**src/design/cds_pkg.sv**
```systemverilog
// Shared types, constants and functions of the calendar date stepper.
package cds_pkg;

  localparam int COUNT_WIDTH_DEF = 16;
  localparam int YEAR_W          = 14;
  localparam int MONTH_W         = 4;
  localparam int DAY_W           = 5;
  localparam int STATUS_W        = 2;

  // Input tdata field offsets (step count sits on top)
  localparam int IN_YEAR_LSB  = 0;
  localparam int IN_MONTH_LSB = IN_YEAR_LSB + YEAR_W;
  localparam int IN_DAY_LSB   = IN_MONTH_LSB + MONTH_W;
  localparam int IN_STEP_LSB  = IN_DAY_LSB + DAY_W;

  // Output tdata field offsets
  localparam int OUT_YEAR_LSB   = 0;
  localparam int OUT_MONTH_LSB  = OUT_YEAR_LSB + YEAR_W;
  localparam int OUT_DAY_LSB    = OUT_MONTH_LSB + MONTH_W;
  localparam int OUT_MLEN_LSB   = OUT_DAY_LSB + DAY_W;
  localparam int OUT_LEAP_LSB   = OUT_MLEN_LSB + DAY_W;
  localparam int OUT_STATUS_LSB = OUT_LEAP_LSB + 1;
  localparam int OUT_BITS       = OUT_STATUS_LSB + STATUS_W;
  localparam int OUT_TDATA_W    = ((OUT_BITS + 7) / 8) * 8;

  // Reciprocal for divide by 25: floor(y * 5243 / 2^17) is exact for 14-bit y
  localparam int DIV25_MUL   = 5243;
  localparam int DIV25_SHIFT = 17;
  localparam int QUOT_W      = 10;

  // Month codes used by rollover
  localparam logic [MONTH_W-1:0] MONTH_JAN = 4'd1;
  localparam logic [MONTH_W-1:0] MONTH_FEB = 4'd2;
  localparam logic [MONTH_W-1:0] MONTH_DEC = 4'd12;
  localparam logic [DAY_W-1:0]   DAY_FIRST = 5'd1;
  localparam logic [DAY_W-1:0]   DAY_DEC31 = 5'd31;

  // Reset date
  localparam logic [YEAR_W-1:0]  RST_YEAR  = 14'd2000;
  localparam logic [MONTH_W-1:0] RST_MONTH = 4'd1;
  localparam logic [DAY_W-1:0]   RST_DAY   = 5'd1;
  localparam logic               RST_LEAP  = 1'b1;

  // Register reset values
  localparam logic [YEAR_W-1:0] RST_MIN_YEAR = 14'd1;
  localparam logic [YEAR_W-1:0] RST_MAX_YEAR = 14'd9999;

  // Register indexes (selected by paddr bit 2)
  localparam logic REG_MIN_YEAR = 1'b0;
  localparam logic REG_MAX_YEAR = 1'b1;

  typedef enum logic [STATUS_W-1:0] {
    STATUS_OK       = 2'd0,
    STATUS_BAD_LOAD = 2'd1,
    STATUS_RANGE    = 2'd2
  } cds_status_e;

  typedef enum logic [2:0] {
    ST_IDLE,
    ST_LD_WAIT,
    ST_LD_CHECK,
    ST_STEP,
    ST_YR_WAIT,
    ST_YR_UPD,
    ST_DONE
  } cds_state_e;

  // Result of one day of rollover
  typedef struct packed {
    logic [YEAR_W-1:0]  year;
    logic [MONTH_W-1:0] month;
    logic [DAY_W-1:0]   day;
    logic               yr_chg;
    logic               err;
  } cds_step_t;

  // Control strobes from the sequencer
  typedef struct packed {
    logic take;
    logic leap_src_load;
    logic ld_commit;
    logic ld_fail;
    logic step_en;
    logic leap_upd;
    logic out_load;
  } cds_ctl_t;

  // Days in a month; zero for a month code that means nothing
  function automatic logic [DAY_W-1:0] month_len(input logic [MONTH_W-1:0] m,
                                                 input logic leap);
    logic [DAY_W-1:0] len;
    unique case (m)
      4'd1, 4'd3, 4'd5, 4'd7, 4'd8, 4'd10, 4'd12: len = 5'd31;
      4'd4, 4'd6, 4'd9, 4'd11:                    len = 5'd30;
      4'd2:                                       len = leap ? 5'd29 : 5'd28;
      default:                                    len = 5'd0;
    endcase
    return len;
  endfunction

endpackage

```
**src/design/cds_leap_unit.sv**
```systemverilog
// Leap-year test: registered divide-by-25 stage, then divisibility compare.
module cds_leap_unit (
  input  logic                       clk_i,
  input  logic [cds_pkg::YEAR_W-1:0] year_i,
  output logic                       leap_o
);

  localparam int PROD_W = cds_pkg::YEAR_W + 13;

  logic [PROD_W-1:0]              prod;
  logic [cds_pkg::YEAR_W-1:0]     year_q;
  logic [cds_pkg::QUOT_W-1:0]     quot_q;
  logic [cds_pkg::YEAR_W-1:0]     quot_ext;
  logic [cds_pkg::YEAR_W-1:0]     times25;
  logic                           div25;

  // Multiply by the reciprocal of 25
  assign prod = PROD_W'(year_i) * PROD_W'(cds_pkg::DIV25_MUL);

  // Capture year and quotient
  always_ff @(posedge clk_i) begin
    year_q <= year_i;
    quot_q <= prod[cds_pkg::DIV25_SHIFT +: cds_pkg::QUOT_W];
  end

  // Rebuild quotient times 25 with shifts and compare
  assign quot_ext = cds_pkg::YEAR_W'(quot_q);
  assign times25  = (quot_ext << 4) + (quot_ext << 3) + quot_ext;
  assign div25    = (times25 == year_q);

  // Divisible by 4 and not by 100, or by 400
  assign leap_o = (year_q[1:0] == 2'b00) && (!div25 || (year_q[3:0] == 4'b0000));

endmodule

```
**src/design/cds_day_step.sv**
```systemverilog
// One day of rollover forward or back with the year range check.
module cds_day_step (
  input  logic [cds_pkg::YEAR_W-1:0]  year_i,
  input  logic [cds_pkg::MONTH_W-1:0] month_i,
  input  logic [cds_pkg::DAY_W-1:0]   day_i,
  input  logic                        leap_i,
  input  logic                        back_i,
  input  logic [cds_pkg::YEAR_W-1:0]  min_year_i,
  input  logic [cds_pkg::YEAR_W-1:0]  max_year_i,
  output cds_pkg::cds_step_t          step_o
);

  logic [cds_pkg::YEAR_W:0]     year_inc;
  logic [cds_pkg::YEAR_W-1:0]   year_dec;
  logic                         inc_ok;
  logic                         dec_ok;
  logic [cds_pkg::DAY_W-1:0]    len_cur;
  logic [cds_pkg::DAY_W-1:0]    len_prev;
  logic [cds_pkg::MONTH_W-1:0]  month_prev;

  // Neighbor years and their range checks
  assign year_inc = {1'b0, year_i} + (cds_pkg::YEAR_W+1)'(1);
  assign year_dec = year_i - cds_pkg::YEAR_W'(1);
  assign inc_ok   = !year_inc[cds_pkg::YEAR_W] &&
                    (year_inc[cds_pkg::YEAR_W-1:0] >= min_year_i) &&
                    (year_inc[cds_pkg::YEAR_W-1:0] <= max_year_i);
  assign dec_ok   = (year_i != '0) && (year_dec >= min_year_i) && (year_dec <= max_year_i);

  assign month_prev = month_i - cds_pkg::MONTH_W'(1);
  assign len_cur    = cds_pkg::month_len(month_i, leap_i);
  assign len_prev   = cds_pkg::month_len(month_prev, leap_i);

  // Pick the next date
  always_comb begin
    step_o        = '0;
    step_o.year   = year_i;
    step_o.month  = month_i;
    step_o.day    = day_i;
    if (!back_i) begin
      priority if (day_i < len_cur) begin
        step_o.day = day_i + cds_pkg::DAY_W'(1);
      end else if (month_i >= cds_pkg::MONTH_DEC) begin
        if (inc_ok) begin
          step_o.year   = year_inc[cds_pkg::YEAR_W-1:0];
          step_o.month  = cds_pkg::MONTH_JAN;
          step_o.day    = cds_pkg::DAY_FIRST;
          step_o.yr_chg = 1'b1;
        end else begin
          step_o.err = 1'b1;
        end
      end else begin
        step_o.month = month_i + cds_pkg::MONTH_W'(1);
        step_o.day   = cds_pkg::DAY_FIRST;
      end
    end else begin
      priority if (day_i > cds_pkg::DAY_FIRST) begin
        step_o.day = day_i - cds_pkg::DAY_W'(1);
      end else if (month_i <= cds_pkg::MONTH_JAN) begin
        if (dec_ok) begin
          step_o.year   = year_dec;
          step_o.month  = cds_pkg::MONTH_DEC;
          step_o.day    = cds_pkg::DAY_DEC31;
          step_o.yr_chg = 1'b1;
        end else begin
          step_o.err = 1'b1;
        end
      end else begin
        step_o.month = month_prev;
        step_o.day   = len_prev;
      end
    end
  end

endmodule

```
**src/design/calendar_date_stepper_core.sv**
```systemverilog
// A load item passes ST_LD_WAIT and ST_LD_CHECK; a step item of up to 2^(COUNT_WIDTH-1)
// days spends ST_STEP on each day, plus ST_YR_WAIT and ST_YR_UPD at each year crossed, and a
// zero count skips to ST_DONE. One item at a time; the next item is taken in the cycle after
// the result is loaded, which waits while the output still holds an unaccepted result. The
// rollover unit advances one day per cycle, held in ST_YR_WAIT and ST_YR_UPD at year ends.
// Reset (async, active low): date 2000-01-01, min_year 1, max_year 9999, output empty.
module calendar_date_stepper_core #(
  parameter int COUNT_WIDTH = cds_pkg::COUNT_WIDTH_DEF
) (
  input  logic clk_i,
  input  logic rst_ni,
  // Input items
  input  logic                   s_axis_tvalid,
  output logic                   s_axis_tready,
  // tdata: load_year[13:0], load_month[17:14], load_day[22:18], step_count[23+:COUNT_WIDTH]
  input  logic [((cds_pkg::IN_STEP_LSB+COUNT_WIDTH+7)/8)*8-1:0] s_axis_tdata,
  // tuser: mode (0 load, 1 step)
  input  logic                   s_axis_tuser,
  // Result items
  output logic                   m_axis_tvalid,
  input  logic                   m_axis_tready,
  // tdata: date_year[13:0], date_month[17:14], date_day[22:18], month_length[27:23],
  //        leap_flag[28], status[30:29]
  output logic [cds_pkg::OUT_TDATA_W-1:0] m_axis_tdata,
  // Configuration
  input  logic        psel,
  input  logic        penable,
  input  logic        pwrite,
  input  logic [2:0]  paddr,
  input  logic [31:0] pwdata,
  output logic [31:0] prdata,
  output logic        pready
);

  localparam int YW = cds_pkg::YEAR_W;
  localparam int MW = cds_pkg::MONTH_W;
  localparam int DW = cds_pkg::DAY_W;

  cds_pkg::cds_state_e state_q, state_d;
  cds_pkg::cds_ctl_t   ctl;
  cds_pkg::cds_step_t  step;
  cds_pkg::cds_status_e status_q;

  logic [YW-1:0] min_year_q, max_year_q;
  logic [YW-1:0] cur_year_q;
  logic [MW-1:0] cur_month_q;
  logic [DW-1:0] cur_day_q;
  logic          cur_leap_q;

  logic [YW-1:0]          ld_year_q;
  logic [MW-1:0]          ld_month_q;
  logic [DW-1:0]          ld_day_q;
  logic [COUNT_WIDTH-1:0] cnt_q;
  logic                   back_q;

  logic [COUNT_WIDTH-1:0] in_count;
  logic                   in_back;
  logic [COUNT_WIDTH-1:0] in_mag;
  logic [YW-1:0]          leap_year;
  logic                   leap;
  logic                   ld_ok;
  logic                   out_free;
  logic                   cfg_wr;

  logic                            m_valid_q;
  logic [cds_pkg::OUT_TDATA_W-1:0] m_data_q;

  // Configuration port
  assign pready = 1'b1;
  assign cfg_wr = psel && penable && pwrite;

  always_ff @(posedge clk_i or negedge rst_ni) begin
    if (!rst_ni) begin
      min_year_q <= cds_pkg::RST_MIN_YEAR;
      max_year_q <= cds_pkg::RST_MAX_YEAR;
    end else if (cfg_wr) begin
      if (paddr[2] == cds_pkg::REG_MIN_YEAR) min_year_q <= pwdata[YW-1:0];
      else                                   max_year_q <= pwdata[YW-1:0];
    end
  end

  assign prdata = (paddr[2] == cds_pkg::REG_MIN_YEAR) ? 32'(min_year_q) : 32'(max_year_q);

  // Decode the step count into direction and magnitude
  assign in_count = s_axis_tdata[cds_pkg::IN_STEP_LSB +: COUNT_WIDTH];
  assign in_back  = in_count[COUNT_WIDTH-1];
  assign in_mag   = in_back ? (~in_count + COUNT_WIDTH'(1)) : in_count;

  // Shared leap unit: load year while checking a load, else the current year
  assign leap_year = ctl.leap_src_load ? ld_year_q : cur_year_q;

  cds_leap_unit u_leap (
    .clk_i  (clk_i),
    .year_i (leap_year),
    .leap_o (leap)
  );

  // Shared day rollover unit
  cds_day_step u_step (
    .year_i     (cur_year_q),
    .month_i    (cur_month_q),
    .day_i      (cur_day_q),
    .leap_i     (cur_leap_q),
    .back_i     (back_q),
    .min_year_i (min_year_q),
    .max_year_i (max_year_q),
    .step_o     (step)
  );

  // Load validation against range and month length
  assign ld_ok = (ld_year_q >= min_year_q) && (ld_year_q <= max_year_q) &&
                 (ld_month_q >= cds_pkg::MONTH_JAN) && (ld_month_q <= cds_pkg::MONTH_DEC) &&
                 (ld_day_q >= cds_pkg::DAY_FIRST) &&
                 (ld_day_q <= cds_pkg::month_len(ld_month_q, leap));

  assign out_free = !m_valid_q || m_axis_tready;

  // Next state
  always_comb begin
    state_d = state_q;
    unique case (state_q)
      cds_pkg::ST_IDLE: begin
        if (s_axis_tvalid) begin
          if (!s_axis_tuser)        state_d = cds_pkg::ST_LD_WAIT;
          else if (in_mag != '0)    state_d = cds_pkg::ST_STEP;
          else                      state_d = cds_pkg::ST_DONE;
        end
      end
      cds_pkg::ST_LD_WAIT:  state_d = cds_pkg::ST_LD_CHECK;
      cds_pkg::ST_LD_CHECK: state_d = cds_pkg::ST_DONE;
      cds_pkg::ST_STEP: begin
        priority if (step.err)                  state_d = cds_pkg::ST_DONE;
        else if (step.yr_chg)                   state_d = cds_pkg::ST_YR_WAIT;
        else if (cnt_q == COUNT_WIDTH'(1))      state_d = cds_pkg::ST_DONE;
        else                                    state_d = cds_pkg::ST_STEP;
      end
      cds_pkg::ST_YR_WAIT: state_d = cds_pkg::ST_YR_UPD;
      cds_pkg::ST_YR_UPD:  state_d = (cnt_q == '0) ? cds_pkg::ST_DONE : cds_pkg::ST_STEP;
      cds_pkg::ST_DONE:    if (out_free) state_d = cds_pkg::ST_IDLE;
      default:             state_d = cds_pkg::ST_IDLE;
    endcase
  end

  // Control strobes
  always_comb begin
    ctl           = '0;
    s_axis_tready = 1'b0;
    unique case (state_q)
      cds_pkg::ST_IDLE: begin
        s_axis_tready = 1'b1;
        ctl.take      = s_axis_tvalid;
      end
      cds_pkg::ST_LD_WAIT:  ctl.leap_src_load = 1'b1;
      cds_pkg::ST_LD_CHECK: begin
        ctl.ld_commit = ld_ok;
        ctl.ld_fail   = !ld_ok;
      end
      cds_pkg::ST_STEP:    ctl.step_en  = 1'b1;
      cds_pkg::ST_YR_WAIT: ctl.leap_upd = 1'b0;
      cds_pkg::ST_YR_UPD:  ctl.leap_upd = 1'b1;
      cds_pkg::ST_DONE:    ctl.out_load = out_free;
      default:             ctl = '0;
    endcase
  end

  // Sequencer state
  always_ff @(posedge clk_i or negedge rst_ni) begin
    if (!rst_ni) state_q <= cds_pkg::ST_IDLE;
    else         state_q <= state_d;
  end

  // Latch item fields on acceptance
  always_ff @(posedge clk_i) begin
    if (ctl.take) begin
      ld_year_q  <= s_axis_tdata[cds_pkg::IN_YEAR_LSB +: YW];
      ld_month_q <= s_axis_tdata[cds_pkg::IN_MONTH_LSB +: MW];
      ld_day_q   <= s_axis_tdata[cds_pkg::IN_DAY_LSB +: DW];
      back_q     <= in_back;
    end
  end

  // Day counter and status
  always_ff @(posedge clk_i or negedge rst_ni) begin
    if (!rst_ni) begin
      cnt_q    <= '0;
      status_q <= cds_pkg::STATUS_OK;
    end else begin
      if (ctl.take) begin
        cnt_q    <= in_mag;
        status_q <= cds_pkg::STATUS_OK;
      end
      if (ctl.ld_fail) status_q <= cds_pkg::STATUS_BAD_LOAD;
      if (ctl.step_en) begin
        if (step.err) status_q <= cds_pkg::STATUS_RANGE;
        else          cnt_q    <= cnt_q - COUNT_WIDTH'(1);
      end
    end
  end

  // Current date and its leap flag
  always_ff @(posedge clk_i or negedge rst_ni) begin
    if (!rst_ni) begin
      cur_year_q  <= cds_pkg::RST_YEAR;
      cur_month_q <= cds_pkg::RST_MONTH;
      cur_day_q   <= cds_pkg::RST_DAY;
      cur_leap_q  <= cds_pkg::RST_LEAP;
    end else begin
      if (ctl.ld_commit) begin
        cur_year_q  <= ld_year_q;
        cur_month_q <= ld_month_q;
        cur_day_q   <= ld_day_q;
        cur_leap_q  <= leap;
      end
      if (ctl.step_en && !step.err) begin
        cur_year_q  <= step.year;
        cur_month_q <= step.month;
        cur_day_q   <= step.day;
      end
      if (ctl.leap_upd) cur_leap_q <= leap;
    end
  end

  // Output register
  always_ff @(posedge clk_i or negedge rst_ni) begin
    if (!rst_ni) begin
      m_valid_q <= 1'b0;
    end else if (ctl.out_load) begin
      m_valid_q <= 1'b1;
    end else if (m_axis_tready) begin
      m_valid_q <= 1'b0;
    end
  end

  // Pack the result fields from the year up, zero pad on top
  always_ff @(posedge clk_i) begin
    if (ctl.out_load) begin
      m_data_q <= {{(cds_pkg::OUT_TDATA_W - cds_pkg::OUT_BITS){1'b0}},
                   status_q,
                   cur_leap_q,
                   cds_pkg::month_len(cur_month_q, cur_leap_q),
                   cur_day_q,
                   cur_month_q,
                   cur_year_q};
    end
  end

  assign m_axis_tvalid = m_valid_q;
  assign m_axis_tdata  = m_data_q;

endmodule

```
**config.mk**
```make
export PLATFORM = sky130hd
export DESIGN_NAME = calendar_date_stepper_core
export DESIGN_NICKNAME = d
export VERILOG_FILES = /design/src/design/cds_pkg.sv /design/src/design/cds_leap_unit.sv /design/src/design/cds_day_step.sv /design/src/design/calendar_date_stepper_core.sv
export SDC_FILE = /design/constraint.sdc
export NUM_CORES = 1
export LEC_CHECK = 0
export ABC_AREA = 1
export BUFFER_PORTS_ARGS = -buffer_cell sky130_fd_sc_hd__buf_4
export CAP_MARGIN = 20
export CORE_MARGIN = 8
export CORE_UTILIZATION = 32
export DETAILED_ROUTE_END_ITERATION = 12
export GPL_TIMING_DRIVEN = 0
export REMOVE_ABC_BUFFERS = 1
export SYNTH_ARGS = -nofsm -noshare
export SYNTH_HDL_FRONTEND = slang
export SYNTH_HIERARCHICAL = 1
export SYNTH_SLANG_ARGS = --single-unit
```
**constraint.sdc**
```tcl
create_clock -name clk_i -period 13.51 [get_ports clk_i]
set_clock_uncertainty 0.2 [all_clocks]
set_input_delay 0.6755 -clock clk_i [delete_from_list [all_inputs] [get_ports clk_i]]
set_output_delay 0.6755 -clock clk_i [all_outputs]
set_load 0.01 [all_outputs]
```
==> results list <==
- Min-delay worst type: in -> reg
* Setup repair after global routing missed its margin: no
- Critical path, cell by cell: inv_2 -> nand3_1 -> o21ai_0 -> inv_1 -> fa_1 -> inv_1 -> ha_1 -> fa_1 -> inv_1 -> fa_1 -> fa_1 -> inv_1 -> ha_1 -> a21oi_1 -> o21ai_0 -> inv_1 -> o22ai_1 -> nor2_1 -> o21ai_0 -> nand2_1 -> nand2_1
- The floorplan step set the die width to 240 um.
- Synthesis warning total: 6
* Critical Path Most Common Cell: inv_1
- Crit path max fanout: 28
* Total of endpoints with negative setup slack in the final report: 0
- Area Growth Syn to Fin: 12.3%
* Number of endpoints with negative hold slack in the final report: 0
- For this run, the total global-route usage over all layers was measured as 0.156.
- STA classifies the critical path startpoint as a register.
* Remaining global-route overflow: 0
* Clock Root Buffer: clkbuf_16
* Worst hold stages: 1
- The worst pin sits at a relative slew slack of 0.250.
* Multi-input logic area: just over 10,000 um2
* CP required: between 10 and 15 ns
- The sequential cells in the finished layout cover a total of between 3000 and 4000 um2.
- Placed wire-length estimate after detailed placement: ~36,000 um
- Wire length of the first global-routing pass: around 70,000 um
- The worst setup path is of the reg -> reg kind.
- At the end of routability-driven placement, the weighted congestion stood at approximately 0.9.
- The number of antenna diodes in the final layout is 0.
- # port buffers: 108
- In the routed design, unresolved DRC markers number 0.
- Register bit count reported by yosys: 151
- Average detailed-routed wire length per instance: 14.9 um
- Post-detailed-route via-to-cell ratio: 4.76
- Resize count post-CTS: 0
- The final route contains between 10,000 and 15,000 vias.
* Number of instances in the synthesized netlist: 2,210
* DRT antenna net count: 0
- For this run, the slowest stage of the critical path takes about 1.2 ns.
* Later-pin clock latency in the skew report: between 0.4 and 0.5 ns
* Via count of the first global-routing pass: about 14,000
- Derived from the worst setup path, the maximum achievable clock frequency is around 150 MHz.
- Yosys mapped a number of flops with a built-in enable equal to between 50 and 60.
- Data arrival time of the worst path: 6.93 ns
- Routed Wire Length: 44,400 um
- The worst register-to-register path has a depth of 21.
* Final Cycle Share: 0.503
* Mean instance size in the synthesized netlist: 7.29 um2
- H-tree depth reported by CTS: 4
- Min Clock Period, post-route: 6.79 ns
* Die boundary height: ~240 um
- Endpoint type of the worst setup path: register
- Top FF cell, synth: dfrtp_1
- The endpoint identified for the worst register-to-register timing path is u_leap/quot_q[7]$_DFF_P_.
* Worst-path clk slew: 0.07 ns
- In this run the critical register-to-register path is launched from state_q[1]$_DFFE_PN0P_.
- Initial DRC Count: slightly below 800
* I/O pin cnt: 150
- The critical path ends at u_leap/quot_q[7]$_DFF_P_.
- For the pin with the worst max-slew slack, the measured transition is about 1.1 ns.
- Setup tns final: 0 ns
- Of the cells placed in the final design, the portion with a size suffix greater than 1 is 0.104.
* Die area: just under 60,000 um2
- After floorplanning, the core was sized to cover approximately 50,000 um2.
* Number of nets in the layout: around 2,700
* Effective utilization at floorplan: 0.322
- The flow ran to the end, and the final reports show no timing, DRC or antenna violations.
- Number of distinct library cells after synthesis: 56
* Clock tree sinks: approximately 150
- Before antenna repair, the detailed router went through 6 iterations.
* Number of antenna violations at the first check in global routing: 0
- Async set-reset flop share out of synthesis: 0.490
- Summing every instance area after synthesis gives around 16,000 um2.
* Critical Path Source: state_q[1]$_DFFE_PN0P_
- The share of the Yosys chip area taken by registers is 0.245.
- The initialized floorplan defines 82 standard-cell rows.
- Counting the buffers created by CTS gives 17.
* Setup slack, reg-to-reg: slightly below 7 ns
- The filler cells instantiated in the layout total about 5,300.
- Largest net degree at the start of global routing: 75
- TritonCTS built the clock tree.
- Buffers from clock root to sink, at most: 2
- Max-cap violations in this run came to 0.
- Among all stages on the critical path, the largest delay is contributed by o21ai_0.
- Max-slew violation count: 0
==> worst max-delay path, delay by kind of cell, from the launching register on <==
family                   cells  cell delay [ns]
flip-flops                   1             0.43
AO/OA/AOI/OAI                5             1.69
AND/OR/NAND/NOR              4             0.91
buffers and inverters        6             0.74
adder cells (fa/ha/maj)      6             2.68
==> area by class of cell <==
cell class              count  share of cell area
well taps                 672              0.0465
flip-flops and latches    151               0.218
clock buffers              18              0.0243
clock inverters            14             0.00774
multi-input cells        1610               0.567
inverters                 400              0.0834
repair buffers            124              0.0532
==> state kept, by name (all words and copies together), names as in the netlist, 4 cells and up <==
signal,cells
ld_year_q,14
u_leap/year_q,14
cur_year_q,14
cnt_q,16
ld_month_q,4
cur_month_q,4
min_year_q,14
ld_day_q,5
cur_day_q,5
u_leap/quot_q,10
m_axis_tdata,29
max_year_q,14
==> cell families after synthesis <==
logic type                 count (synthesis)  share of synthesized area
buffers and inverters                    467                      0.123
other                                      2                   0.000466
AOI/OAI and AO/OA                        266                     0.0907
and+or+nand+nor                         1010                      0.271
DFF                                      151                      0.245
xor gates and xnor gates                  30                     0.0163
adders and majority gates                284                      0.253
==> Yosys cell counts (5+ instances only) <==
library cell / n / area, um2
nand2_1: 612 / 2300
inv_1: 383 / 1440
ha_1: 214 / 2680
nand3_1: 154 / 771
nor2_1: 140 / 526
o21ai_0: 110 / 551
a21oi_1: 89 / 445
fa_1: 70 / 1400
dfrtp_1: 56 / 1400
edfxtp_1: 53 / 1590
buf_4: 28 / 210
nand4_1: 27 / 169
dfxtp_1: 24 / 480
o21ai_1: 23 / 115
xor2_1: 20 / 175
dfstp_2: 18 / 473
nor2_2: 15 / 93.8
nor3_1: 15 / 75.1
buf_6: 14 / 158
clkbuf_1: 14 / 52.6
inv_2: 12 / 45.0
o211ai_1: 11 / 82.6
xnor2_1: 10 / 87.6
buf_2: 9 / 45.0
nand2_2: 9 / 56.3
nand3b_1: 9 / 67.6
nand3_2: 7 / 70.1
nor2_4: 5 / 56.3
==> how the worst min path moves through the flow <==
stage | slack (ns) | endpoint | from
floorplan | 0.18 | cnt_q[0]$_DFF_PN0_ | rst_ni
global placement | 0.24 | m_axis_tdata[29]$_DFFE_PP_ | status_q[0]$_DFF_PN0_
detailed placement | 0.24 | m_axis_tdata[30]$_DFFE_PP_ | status_q[1]$_DFF_PN0_
CTS | 0.16 | ld_month_q[3]$_DFFE_PP_ | s_axis_tdata[17]
global route | 0.16 | ld_month_q[2]$_DFFE_PP_ | s_axis_tdata[16]
finish | 0.19 | ld_year_q[2]$_DFFE_PP_ | s_axis_tdata[2]
==> layout by cell type, fill, tap and decap left out, drive strengths merged, types with 7 or more instances in the layout <==
master	count
dfxtp	24
nand2	624
xnor2	10
conb	20
dfrtp	56
clkbuf	18
nand4	31
inv	404
buf	123
nor3	16
edfxtp	53
nand3b	9
nor2	160
xor2	20
clkinv	7
fa	70
dfstp	18
nand3	161
a21oi	95
o211ai	11
o21ai	133
ha	214
==> what timing repair did <==
item / CTS / global route
endpoints found under the hold margin: 0 / 16
setup buffers: 0 / 0
hold buffers: 0 / 1
==> through the flow <==
| stage | instances | worst slack [ns] | hold WS [ns] | utilization | cell area, um2 |
|---|---|---|---|---|---|
| 2_1_floorplan | 2161 | 7.58 | 0.180 | - | 15700 |
| 3_3_place_gp | 2941 | 6.50 | 0.241 | 0.347 | 17400 |
| 3_5_place_dp | 2955 | 6.76 | 0.239 | 0.350 | 17500 |
| 4_1_cts | 2987 | 6.75 | 0.156 | 0.361 | 18100 |
| 5_1_grt | 2989 | 6.21 | 0.157 | 0.362 | 18100 |
| 6_report | 2989 | 6.72 | 0.190 | 0.362 | 18100 |
==> routing by layer <==
metal | GRT usage | wire, um | part of all wire | vias to the layer above
li1 | - | - | - | 7212
met1 | 0.190 | 19300 | 0.44 | 6648
met2 | 0.274 | 21800 | 0.49 | 318
met3 | 0.0324 | 2180 | 0.049 | 57
met4 | 0.0480 | 1060 | 0.024 | 0
met5 | 0 | 0 | 0 | -
Power is left out: the tool's default activity adds up to more than one toggle a clock period on the data nets, which glitch-free logic cannot reach.
